[src/hdl/serial_rgb_led_bit_encoder_top_defines.svh]
// Assertion macros shared by the LED bit encoder RTL.
`ifndef SERIAL_RGB_LED_BIT_ENCODER_TOP_DEFINES_SVH
`define SERIAL_RGB_LED_BIT_ENCODER_TOP_DEFINES_SVH

`ifndef NO_ASSERTIONS
// Checked outside reset.
`define SRGB_ASSERT(lbl, clk, rst, prop, msg) \
  lbl: assert property (@(posedge clk) disable iff (rst) prop) else $error(msg);
// Checked on every edge, reset included.
`define SRGB_ASSERT_NR(lbl, clk, prop, msg) \
  lbl: assert property (@(posedge clk) prop) else $error(msg);
`else
`define SRGB_ASSERT(lbl, clk, rst, prop, msg)
`define SRGB_ASSERT_NR(lbl, clk, prop, msg)
`endif

`endif

[src/hdl/srgb_pkg.sv]
package srgb_pkg;

  localparam int DATA_BITS   = 24;
  localparam int SYM_CNT_W   = $clog2(DATA_BITS + 1);
  localparam int QUEUE_DEPTH = 2;

  localparam int HIGH_W  = 10;
  localparam int LOW_W   = 16;
  localparam int ADDR_W  = 5;
  localparam int DATA_W  = 32;
  localparam int INDEX_W = 3;

  localparam logic [HIGH_W-1:0] ONE_HIGH_RST  = 10'd14;
  localparam logic [HIGH_W-1:0] ONE_LOW_RST   = 10'd9;
  localparam logic [HIGH_W-1:0] ZERO_HIGH_RST = 10'd6;
  localparam logic [HIGH_W-1:0] ZERO_LOW_RST  = 10'd14;
  localparam logic [LOW_W-1:0]  LATCH_RST     = 16'd112;

  typedef enum logic [INDEX_W-1:0] {
    REG_ONE_HIGH  = 3'd0,
    REG_ONE_LOW   = 3'd1,
    REG_ZERO_HIGH = 3'd2,
    REG_ZERO_LOW  = 3'd3,
    REG_LATCH     = 3'd4
  } reg_index_t;

  typedef struct packed {
    logic [HIGH_W-1:0] one_high;
    logic [HIGH_W-1:0] one_low;
    logic [HIGH_W-1:0] zero_high;
    logic [HIGH_W-1:0] zero_low;
    logic [LOW_W-1:0]  latch;
  } timing_t;

  typedef struct packed {
    logic [DATA_BITS-1:0] word;
    logic                 chain;
    logic                 frame_end;
  } pixel_entry_t;

endpackage

[src/hdl/srgb_cfg.sv]
module srgb_cfg (
  input  logic                        clk,
  input  logic                        rst,
  input  logic                        psel,
  input  logic                        penable,
  input  logic                        pwrite,
  input  logic [srgb_pkg::ADDR_W-1:0] paddr,
  input  logic [srgb_pkg::DATA_W-1:0] pwdata,
  output logic [srgb_pkg::DATA_W-1:0] prdata,
  output logic                        pready,
  output srgb_pkg::timing_t           timing
);
  import srgb_pkg::*;

  timing_t    regs;
  reg_index_t idx;
  logic       wr_en;

  assign pready = 1'b1;
  assign idx    = reg_index_t'(paddr[ADDR_W-1:2]);
  assign wr_en  = psel && penable && pwrite;
  assign timing = regs;

  always_ff @(posedge clk) begin
    if (rst) begin
      regs.one_high  <= ONE_HIGH_RST;
      regs.one_low   <= ONE_LOW_RST;
      regs.zero_high <= ZERO_HIGH_RST;
      regs.zero_low  <= ZERO_LOW_RST;
      regs.latch     <= LATCH_RST;
    end else if (wr_en) begin
      // keep only the register's width, drop unknown indexes
      unique case (idx)
        REG_ONE_HIGH:  regs.one_high  <= pwdata[HIGH_W-1:0];
        REG_ONE_LOW:   regs.one_low   <= pwdata[HIGH_W-1:0];
        REG_ZERO_HIGH: regs.zero_high <= pwdata[HIGH_W-1:0];
        REG_ZERO_LOW:  regs.zero_low  <= pwdata[HIGH_W-1:0];
        REG_LATCH:     regs.latch     <= pwdata[LOW_W-1:0];
        default: ;
      endcase
    end
  end

  always_comb begin
    unique case (idx)
      REG_ONE_HIGH:  prdata = DATA_W'(regs.one_high);
      REG_ONE_LOW:   prdata = DATA_W'(regs.one_low);
      REG_ZERO_HIGH: prdata = DATA_W'(regs.zero_high);
      REG_ZERO_LOW:  prdata = DATA_W'(regs.zero_low);
      REG_LATCH:     prdata = DATA_W'(regs.latch);
      default:       prdata = '0;
    endcase
  end

endmodule

[src/hdl/srgb_front.sv]
`include "serial_rgb_led_bit_encoder_top_defines.svh"

module srgb_front #(
  parameter int Depth = srgb_pkg::QUEUE_DEPTH
) (
  input  logic                   clk,
  input  logic                   rst,
  input  logic                   in_valid,
  output logic                   in_ready,
  input  logic [7:0]             red,
  input  logic [7:0]             green,
  input  logic [7:0]             blue,
  input  logic                   chain,
  input  logic                   frame_end,
  output logic                   q_valid,
  output srgb_pkg::pixel_entry_t q_data,
  input  logic                   q_pop
);
  import srgb_pkg::*;

  localparam int PtrW = $clog2(Depth);
  localparam int CntW = $clog2(Depth + 1);

  pixel_entry_t  entries [Depth];
  pixel_entry_t  entry_in;
  logic [PtrW-1:0] wr_ptr;
  logic [PtrW-1:0] rd_ptr;
  logic [CntW-1:0] count;
  logic            push;

  // transmit order: green, red, blue, each msb first
  assign entry_in.word      = {green, red, blue};
  assign entry_in.chain     = chain;
  assign entry_in.frame_end = frame_end;

  assign in_ready = (count != CntW'(Depth));
  assign q_valid  = (count != '0);
  assign q_data   = entries[rd_ptr];
  assign push     = in_valid && in_ready;

  always_ff @(posedge clk) begin
    if (rst) begin
      wr_ptr <= '0;
      rd_ptr <= '0;
      count  <= '0;
    end else begin
      if (push) begin
        wr_ptr <= (wr_ptr == PtrW'(Depth - 1)) ? '0 : wr_ptr + 1'b1;
      end
      if (q_pop) begin
        rd_ptr <= (rd_ptr == PtrW'(Depth - 1)) ? '0 : rd_ptr + 1'b1;
      end
      if (push && !q_pop) begin
        count <= count + 1'b1;
      end else if (q_pop && !push) begin
        count <= count - 1'b1;
      end
    end
  end

  always_ff @(posedge clk) begin
    if (push) begin
      entries[wr_ptr] <= entry_in;
    end
  end

  `SRGB_ASSERT(a_count_bound, clk, rst, count <= CntW'(Depth), "queue count beyond depth")

endmodule

[src/hdl/srgb_back.sv]
`include "serial_rgb_led_bit_encoder_top_defines.svh"

module srgb_back (
  input  logic                                 clk,
  input  logic                                 rst,
  input  logic                                 q_valid,
  input  srgb_pkg::pixel_entry_t               q_data,
  output logic                                 q_pop,
  input  srgb_pkg::timing_t                    timing,
  output logic                                 out_valid,
  input  logic                                 out_ready,
  output logic                                 bit_value,
  output logic [srgb_pkg::HIGH_W-1:0]          high_cycles,
  output logic [srgb_pkg::LOW_W-1:0]           low_cycles,
  output logic                                 is_latch,
  output logic                                 chain_out,
  output logic                                 last_symbol
);
  import srgb_pkg::*;

  logic                 active;
  logic [DATA_BITS-1:0] sh;
  logic [SYM_CNT_W-1:0] cnt;
  logic                 cur_chain;
  logic                 cur_fe;

  logic slot_free;
  logic emit;
  logic latch_sym;
  logic cur_bit;
  logic sym_last;
  logic done;

  assign slot_free = !out_valid || out_ready;
  assign emit      = active && slot_free;
  assign latch_sym = (cnt == SYM_CNT_W'(DATA_BITS));
  assign cur_bit   = sh[DATA_BITS-1];
  assign sym_last  = latch_sym || ((cnt == SYM_CNT_W'(DATA_BITS - 1)) && !cur_fe);
  assign done      = emit && sym_last;
  // load the next pixel in the same cycle the last symbol leaves
  assign q_pop     = q_valid && (!active || done);

  always_ff @(posedge clk) begin
    if (rst) begin
      out_valid <= 1'b0;
      active    <= 1'b0;
      cnt       <= '0;
    end else begin
      if (emit) begin
        out_valid <= 1'b1;
      end else if (slot_free) begin
        out_valid <= 1'b0;
      end
      if (q_pop) begin
        active <= 1'b1;
        cnt    <= '0;
      end else if (emit) begin
        cnt <= cnt + 1'b1;
        if (sym_last) begin
          active <= 1'b0;
        end
      end
    end
  end

  always_ff @(posedge clk) begin
    if (q_pop) begin
      sh        <= q_data.word;
      cur_chain <= q_data.chain;
      cur_fe    <= q_data.frame_end;
    end else if (emit) begin
      sh <= {sh[DATA_BITS-2:0], 1'b0};
    end
    if (emit) begin
      chain_out   <= cur_chain;
      last_symbol <= sym_last;
      is_latch    <= latch_sym;
      if (latch_sym) begin
        bit_value   <= 1'b0;
        high_cycles <= '0;
        low_cycles  <= timing.latch;
      end else if (cur_bit) begin
        bit_value   <= 1'b1;
        high_cycles <= timing.one_high;
        low_cycles  <= LOW_W'(timing.one_low);
      end else begin
        bit_value   <= 1'b0;
        high_cycles <= timing.zero_high;
        low_cycles  <= LOW_W'(timing.zero_low);
      end
    end
  end

  `SRGB_ASSERT(a_latch_last, clk, rst, out_valid && is_latch |-> last_symbol && (high_cycles == '0) && !bit_value, "latch symbol malformed")
  `SRGB_ASSERT(a_no_latch_cnt, clk, rst, active && !cur_fe |-> cnt < SYM_CNT_W'(DATA_BITS), "latch reached without frame end")
  `SRGB_ASSERT_NR(a_reset_idle, clk, rst |=> !out_valid && !active, "back end busy after reset")

endmodule

[src/hdl/serial_rgb_led_bit_encoder_top.sv]
// Serial RGB LED bit encoder.
// Pixel channel (in_valid/in_ready): red, green, blue, chain select and a
// frame_end flag. Symbol channel (out_valid/out_ready): one beat per line
// symbol, 24 data symbols green, red, blue msb first, each with the high and
// low times of a one or zero bit, then one latch symbol if frame_end is set.
// The final symbol of each pixel carries last_symbol.
// Timing registers sit on the APB port at byte addresses 0, 4, 8, 12, 16;
// pready is always high. Write them only while no pixel is in flight.
// A pixel beat passes through the queue, then loads the serialiser, and each
// symbol is registered onto the symbol channel. Throughput: one symbol per
// cycle while out_ready stays high; a line driver taking each symbol at line
// speed paces it.
// A small pixel queue lets the input side keep accepting while the
// serialiser works; in_ready drops only once the queue is full.
// When the receiver stalls, the symbol beat holds and the serialiser waits.
// Synchronous reset empties the queue, drops out_valid and restores the
// timing registers to their defaults.
module serial_rgb_led_bit_encoder_top #(
  parameter int QueueDepth = srgb_pkg::QUEUE_DEPTH
) (
  input  logic                        clk,
  input  logic                        rst,
  input  logic                        psel,
  input  logic                        penable,
  input  logic                        pwrite,
  input  logic [srgb_pkg::ADDR_W-1:0] paddr,
  input  logic [srgb_pkg::DATA_W-1:0] pwdata,
  output logic [srgb_pkg::DATA_W-1:0] prdata,
  output logic                        pready,
  input  logic                        in_valid,
  output logic                        in_ready,
  input  logic [7:0]                  red,
  input  logic [7:0]                  green,
  input  logic [7:0]                  blue,
  input  logic                        chain,
  input  logic                        frame_end,
  output logic                        out_valid,
  input  logic                        out_ready,
  output logic                        bit_value,
  output logic [srgb_pkg::HIGH_W-1:0] high_cycles,
  output logic [srgb_pkg::LOW_W-1:0]  low_cycles,
  output logic                        is_latch,
  output logic                        chain_out,
  output logic                        last_symbol
);
  import srgb_pkg::*;

  timing_t      timing;
  pixel_entry_t q_data;
  logic         q_valid;
  logic         q_pop;

  srgb_cfg u_cfg (
    .clk     (clk),
    .rst     (rst),
    .psel    (psel),
    .penable (penable),
    .pwrite  (pwrite),
    .paddr   (paddr),
    .pwdata  (pwdata),
    .prdata  (prdata),
    .pready  (pready),
    .timing  (timing)
  );

  srgb_front #(
    .Depth (QueueDepth)
  ) u_front (
    .clk       (clk),
    .rst       (rst),
    .in_valid  (in_valid),
    .in_ready  (in_ready),
    .red       (red),
    .green     (green),
    .blue      (blue),
    .chain     (chain),
    .frame_end (frame_end),
    .q_valid   (q_valid),
    .q_data    (q_data),
    .q_pop     (q_pop)
  );

  srgb_back u_back (
    .clk         (clk),
    .rst         (rst),
    .q_valid     (q_valid),
    .q_data      (q_data),
    .q_pop       (q_pop),
    .timing      (timing),
    .out_valid   (out_valid),
    .out_ready   (out_ready),
    .bit_value   (bit_value),
    .high_cycles (high_cycles),
    .low_cycles  (low_cycles),
    .is_latch    (is_latch),
    .chain_out   (chain_out),
    .last_symbol (last_symbol)
  );

endmodule
[config.mk]
export PLATFORM = sky130hd
export DESIGN_NAME = serial_rgb_led_bit_encoder_top
export DESIGN_NICKNAME = d
export VERILOG_FILES = /design/src/hdl/srgb_pkg.sv /design/src/hdl/srgb_cfg.sv /design/src/hdl/srgb_front.sv /design/src/hdl/srgb_back.sv /design/src/hdl/serial_rgb_led_bit_encoder_top.sv
export VERILOG_INCLUDE_DIRS = /design/src /design/src/hdl
export SDC_FILE = /design/constraint.sdc
export NUM_CORES = 1
export LEC_CHECK = 0
export ABC_AREA = 1
export BUFFER_PORTS_ARGS = -buffer_cell sky130_fd_sc_hd__buf_2
export CORE_ASPECT_RATIO = 1.4
export CORE_MARGIN = 3
export CORE_UTILIZATION = 51
export CTS_CLUSTER_DIAMETER = 80
export DETAILED_ROUTE_END_ITERATION = 8
export GPL_TIMING_DRIVEN = 0
export PLACE_DENSITY_LB_ADDON = 0.08
export SETUP_SLACK_MARGIN = 0.5
export SLEW_MARGIN = 20
export SYNTH_ARGS = -nofsm -noshare
export SYNTH_HDL_FRONTEND = slang
export SYNTH_SLANG_ARGS = --single-unit
[constraint.sdc]
create_clock -name clk -period 8.8 [get_ports clk]
set_input_delay 1.76 -clock clk [delete_from_list [all_inputs] [get_ports clk]]
set_output_delay 1.76 -clock clk [all_outputs]
set_load 0.05 [all_outputs]
==> metrics.md <==
| Metric | Value |
|---|---|
| Via density | about 5.2 |
| RSZ-0062 raised after global routing | no |
| Num CTS Buffers | 17 |
| Simple-gate share of the synthesized area | ~14% |
| Worst Tran Pin Value | ~1000 ps |
| Worst Path Buf+Inv | 4 |
| Yosys top cell area share | between 40% and 50% |
| Register area share after synthesis | around 63% |
| Max frequency | slightly above 0.2 GHz |
| R2R depth | 7 |
| Initial DRC count | around 230 |
| Setup CP Type | in2out |
| Clock share of power | ~28% |
| Clock latency on the worst-skew pair | 430 ps |
| Sw frac | about a third |
| Netlist cell types | 33 |
| Final TNS setup | 0 ps |
| DR pass1 iterations | 5 |
| Layout cells sized above 1 | a little over a quarter |
| CTS tree | yes |
| Main combinational cell family by area after synthesis | simple AND/OR/NAND/NOR gates |
| Worst Setup End Kind | primary output |
| Routed len/inst | between 15 and 20 um |
| Syn Std Cell Area | roughly 0.0073 sq mm |
| Xor and xnor area share after synthesis | 0.596% |
| Avg Cell Area, Syn | approximately 11 sq um |
| Count leader, synth | edfxtp_1 |
| Synth top cells by count | edfxtp_1, nand2_1, nor2_1 |
| Setup violators final | 0 |
| RR Startpoint | u_back.active |
| Routed Antenna Nets | 0 |
| Register share of total power | a little over two fifths |
| P_sw | 0.969 mW |
| First-pass GRT wire length | around 26000 um |
| Post-layout util | a little over three fifths |
| Post-CTS Setup Repair Bufs | 0 |
| CTS root buf | clkbuf_16 |
| Slew headroom | between 30% and 40% |
| Fin crit share | 55.2% |
| Power per standard cell area | 314 mW/mm^2 |
| Number of synthesized flops with an enable pin | 108 |
| Outcome | finished clean |
| Reg-to-Reg End | u_back.sh[13] |
| Skew final | about 5.5 ps |
| Asr flop ratio synth | 0% |
| Total GRT Usage | between 20% and 30% |
| Post-synth top area cell | edfxtp_1 |
| Fin nets | ~900 |
| Required time of the worst setup path | 7040 ps |
| R2R setup slack | slightly above 6000 ps |
| Initial Util | between 50% and 60% |
| Die height | between 100 and 150 um |
| Core area | ~0.014 sq mm |
| Die width | roughly 110 um |
| Port bufs | 99 |
| Final hold violation count | 0 |
| Worst path top cell family by delay | buffers and inverters |
| H-tree Lvls | 4 |
| Critical Path Fanout Max | 10 |
| Most used cell, CP | nand2_1 |
| Hold Crit Start | u_back.cur_chain |
| Internal power | approximately 1.8 mW |
| Tightest Hold Check Type | reg2reg |
| Largest net degree at the start of global routing | 36 |
| Worst hold stages | 0 |
| Clock tree buffer depth | 2 |
| Routed Wire Length | between 15000 and 20000 um |
| Vias in the first global route | 5359 |
| GR Overflow Total | 0 |
| CP max stage cell | clkinv_1 |
| Clk sinks | ~180 |
| Clk slew on worst S/H paths | 70 ps |
| Leakage | roughly 3.6 nW |
| Detailed Place HPWL | roughly 12000 um |
| Syn. warnings | 0 |
| Fillers | around 1200 |
| Adder-cell share of the synthesized area | 0.511% |
| Post-synthesis mux area share | approximately 3.1% |
| Antenna violations before repair | 2 |
| Crit path cell chain | buf_2, inv_1, nor2_1, nand2_1, clkinv_1, nand2_1, nand2_1, a21oi_1, o211ai_1, buf_2 |
| Hold endpoint | u_back.chain_out |
| Critical path's largest stage delay | about 300 ps |
| Worst setup SP type | input pin |
| Via count | 5368 |
| Top post-synthesis cells by area | edfxtp_1, dfxtp_1, nand2_1, nor2_1, o21ai_0 |
| WHS | around 420 ps |
| Gate power share | 30.1% |
| Synth Flop Type | edfxtp_1 |
| Cells after Synth | a little under 700 |
| Cts repair resizes | 0 |
| Arrival @ worst endpoint | 3100 ps |
| #FFs+latches synth | 176 |
| Max-slew violations | 0 |
| DR DRC count | 0 |
| DIE AREA | about 0.016 sq mm |
| Row Count | 51 |
| Area growth syn-to-layout | 19.6% |
| Compound-Gate Fraction of Synth Area | a little under an eighth |
| Hold Buf Count CTS | 0 |
| IO Pins | around 140 |
| Max-Cap Viols | 0 |
| Maximum VDD drop | about 0.00016 V |
| Final min period | between 4000 and 5000 ps |
| Gpl congestion | 0.891 |
[cell families (layout without fill, tap and decap cells)]
family,Yosys count,in the layout
AOI/OAI and AO/OA,143,143
xor gates and xnor gates,5,5
adders and majority gates,3,3
buffers and inverters,106,239
DFF,176,176
muxes,23,23
other,2,18
and+or+nand+nor,238,238
[layout make-up]
class	count	area [sq um]	area share (%)
inverter	61	229	2.61
clock inverter	15	175	1.99
multi-input combinational	429	2290	26.1
sequential	176	4600	52.4
clock buffer	17	425	4.84
tap	185	231	2.64
antenna	1	2.50	0.0285
buffer	45	285	3.25
timing repair buffer	101	536	6.10
[cell usage in the layout (no fill, tap or decap), types with 3 or more instances in the layout]
cell        count
buf_6           5
a21oi_1        37
clkinv_1        6
inv_1          52
inv_2           3
nor2_4          4
nand2_1       103
inv_8           3
clkbuf_16      17
o211ai_1       13
o22ai_1         8
conb_1         17
xor2_1          4
buf_4          17
dfxtp_1        68
mux2i_1        23
o21ai_2        23
clkinvlp_4      5
nor2_1         80
clkbuf_1        9
nand4_1         9
edfxtp_1      108
o21ai_0        55
inv_6           4
nand2_2        25
o21ai_1         3
buf_2         111
ha_1            3
nand3_1        12
[power groups by stage]
stage	Combinational (mW)	Clock [mW]	Sequential (mW)
floorplan	0.500	0	1.32
global placement	0.811	0	1.19
detailed placement	0.836	0	1.19
CTS	0.841	0.773	1.17
global route	0.904	0.808	1.18
finish	0.829	0.760	1.17
[worst max path at each step]
stage | startpoint | endpoint | slack (ps) | depth (start not counted)
2_1_floorplan | paddr[3] | prdata[0] | 4070 | 4
5_1_grt | paddr[3] | prdata[5] | 3770 | 10
4_1_cts | paddr[3] | prdata[5] | 3940 | 10
6_report | paddr[3] | prdata[5] | 3940 | 10
3_5_place_dp | paddr[3] | prdata[5] | 3940 | 10
3_3_place_gp | paddr[3] | prdata[8] | 3950 | 8
[state kept, by name (all words and copies together), names as in the netlist, 2 cells and up, named ones only]
signal              cells
u_cfg.timing           56
u_back.high_cycles     10
u_front.count           2
u_back.low_cycles      16
u_front.entries        52
u_back.sh              24
u_back.cnt              5
[through the flow]
| stage | cells | cell area, sq um | power (mW) | setup slack [ps] |
|---|---|---|---|---|
| finish | 1030 | 8780 | 2.76 | 3940 |
| global route | 1030 | 8780 | 2.89 | 3770 |
| CTS | 1029 | 8780 | 2.78 | 3940 |
| detailed placement | 997 | 8180 | 2.02 | 3940 |
| global placement | 995 | 8130 | 2.00 | 3950 |
| floorplan | 711 | 7400 | 1.82 | 4070 |
[metal layers]
layer,vias to the layer above,global-route usage (%),part of all wire [%]
met4,2,11.1,4.3
met2,182,38.3,53
met1,2531,23.2,36
met5,-,0,0.043
met3,51,5.24,5.9
li1,2602,-,-
[worst reg2reg max path: stages, from the launching register on]
cell and delay [ps]:
dfxtp_1 370, nand2_1 160, inv_2 570, nand2_2 140
nand2_4 120, nand2_4 100, buf_6 170, nand2_1 730
(Power assumes the default switching activity.)
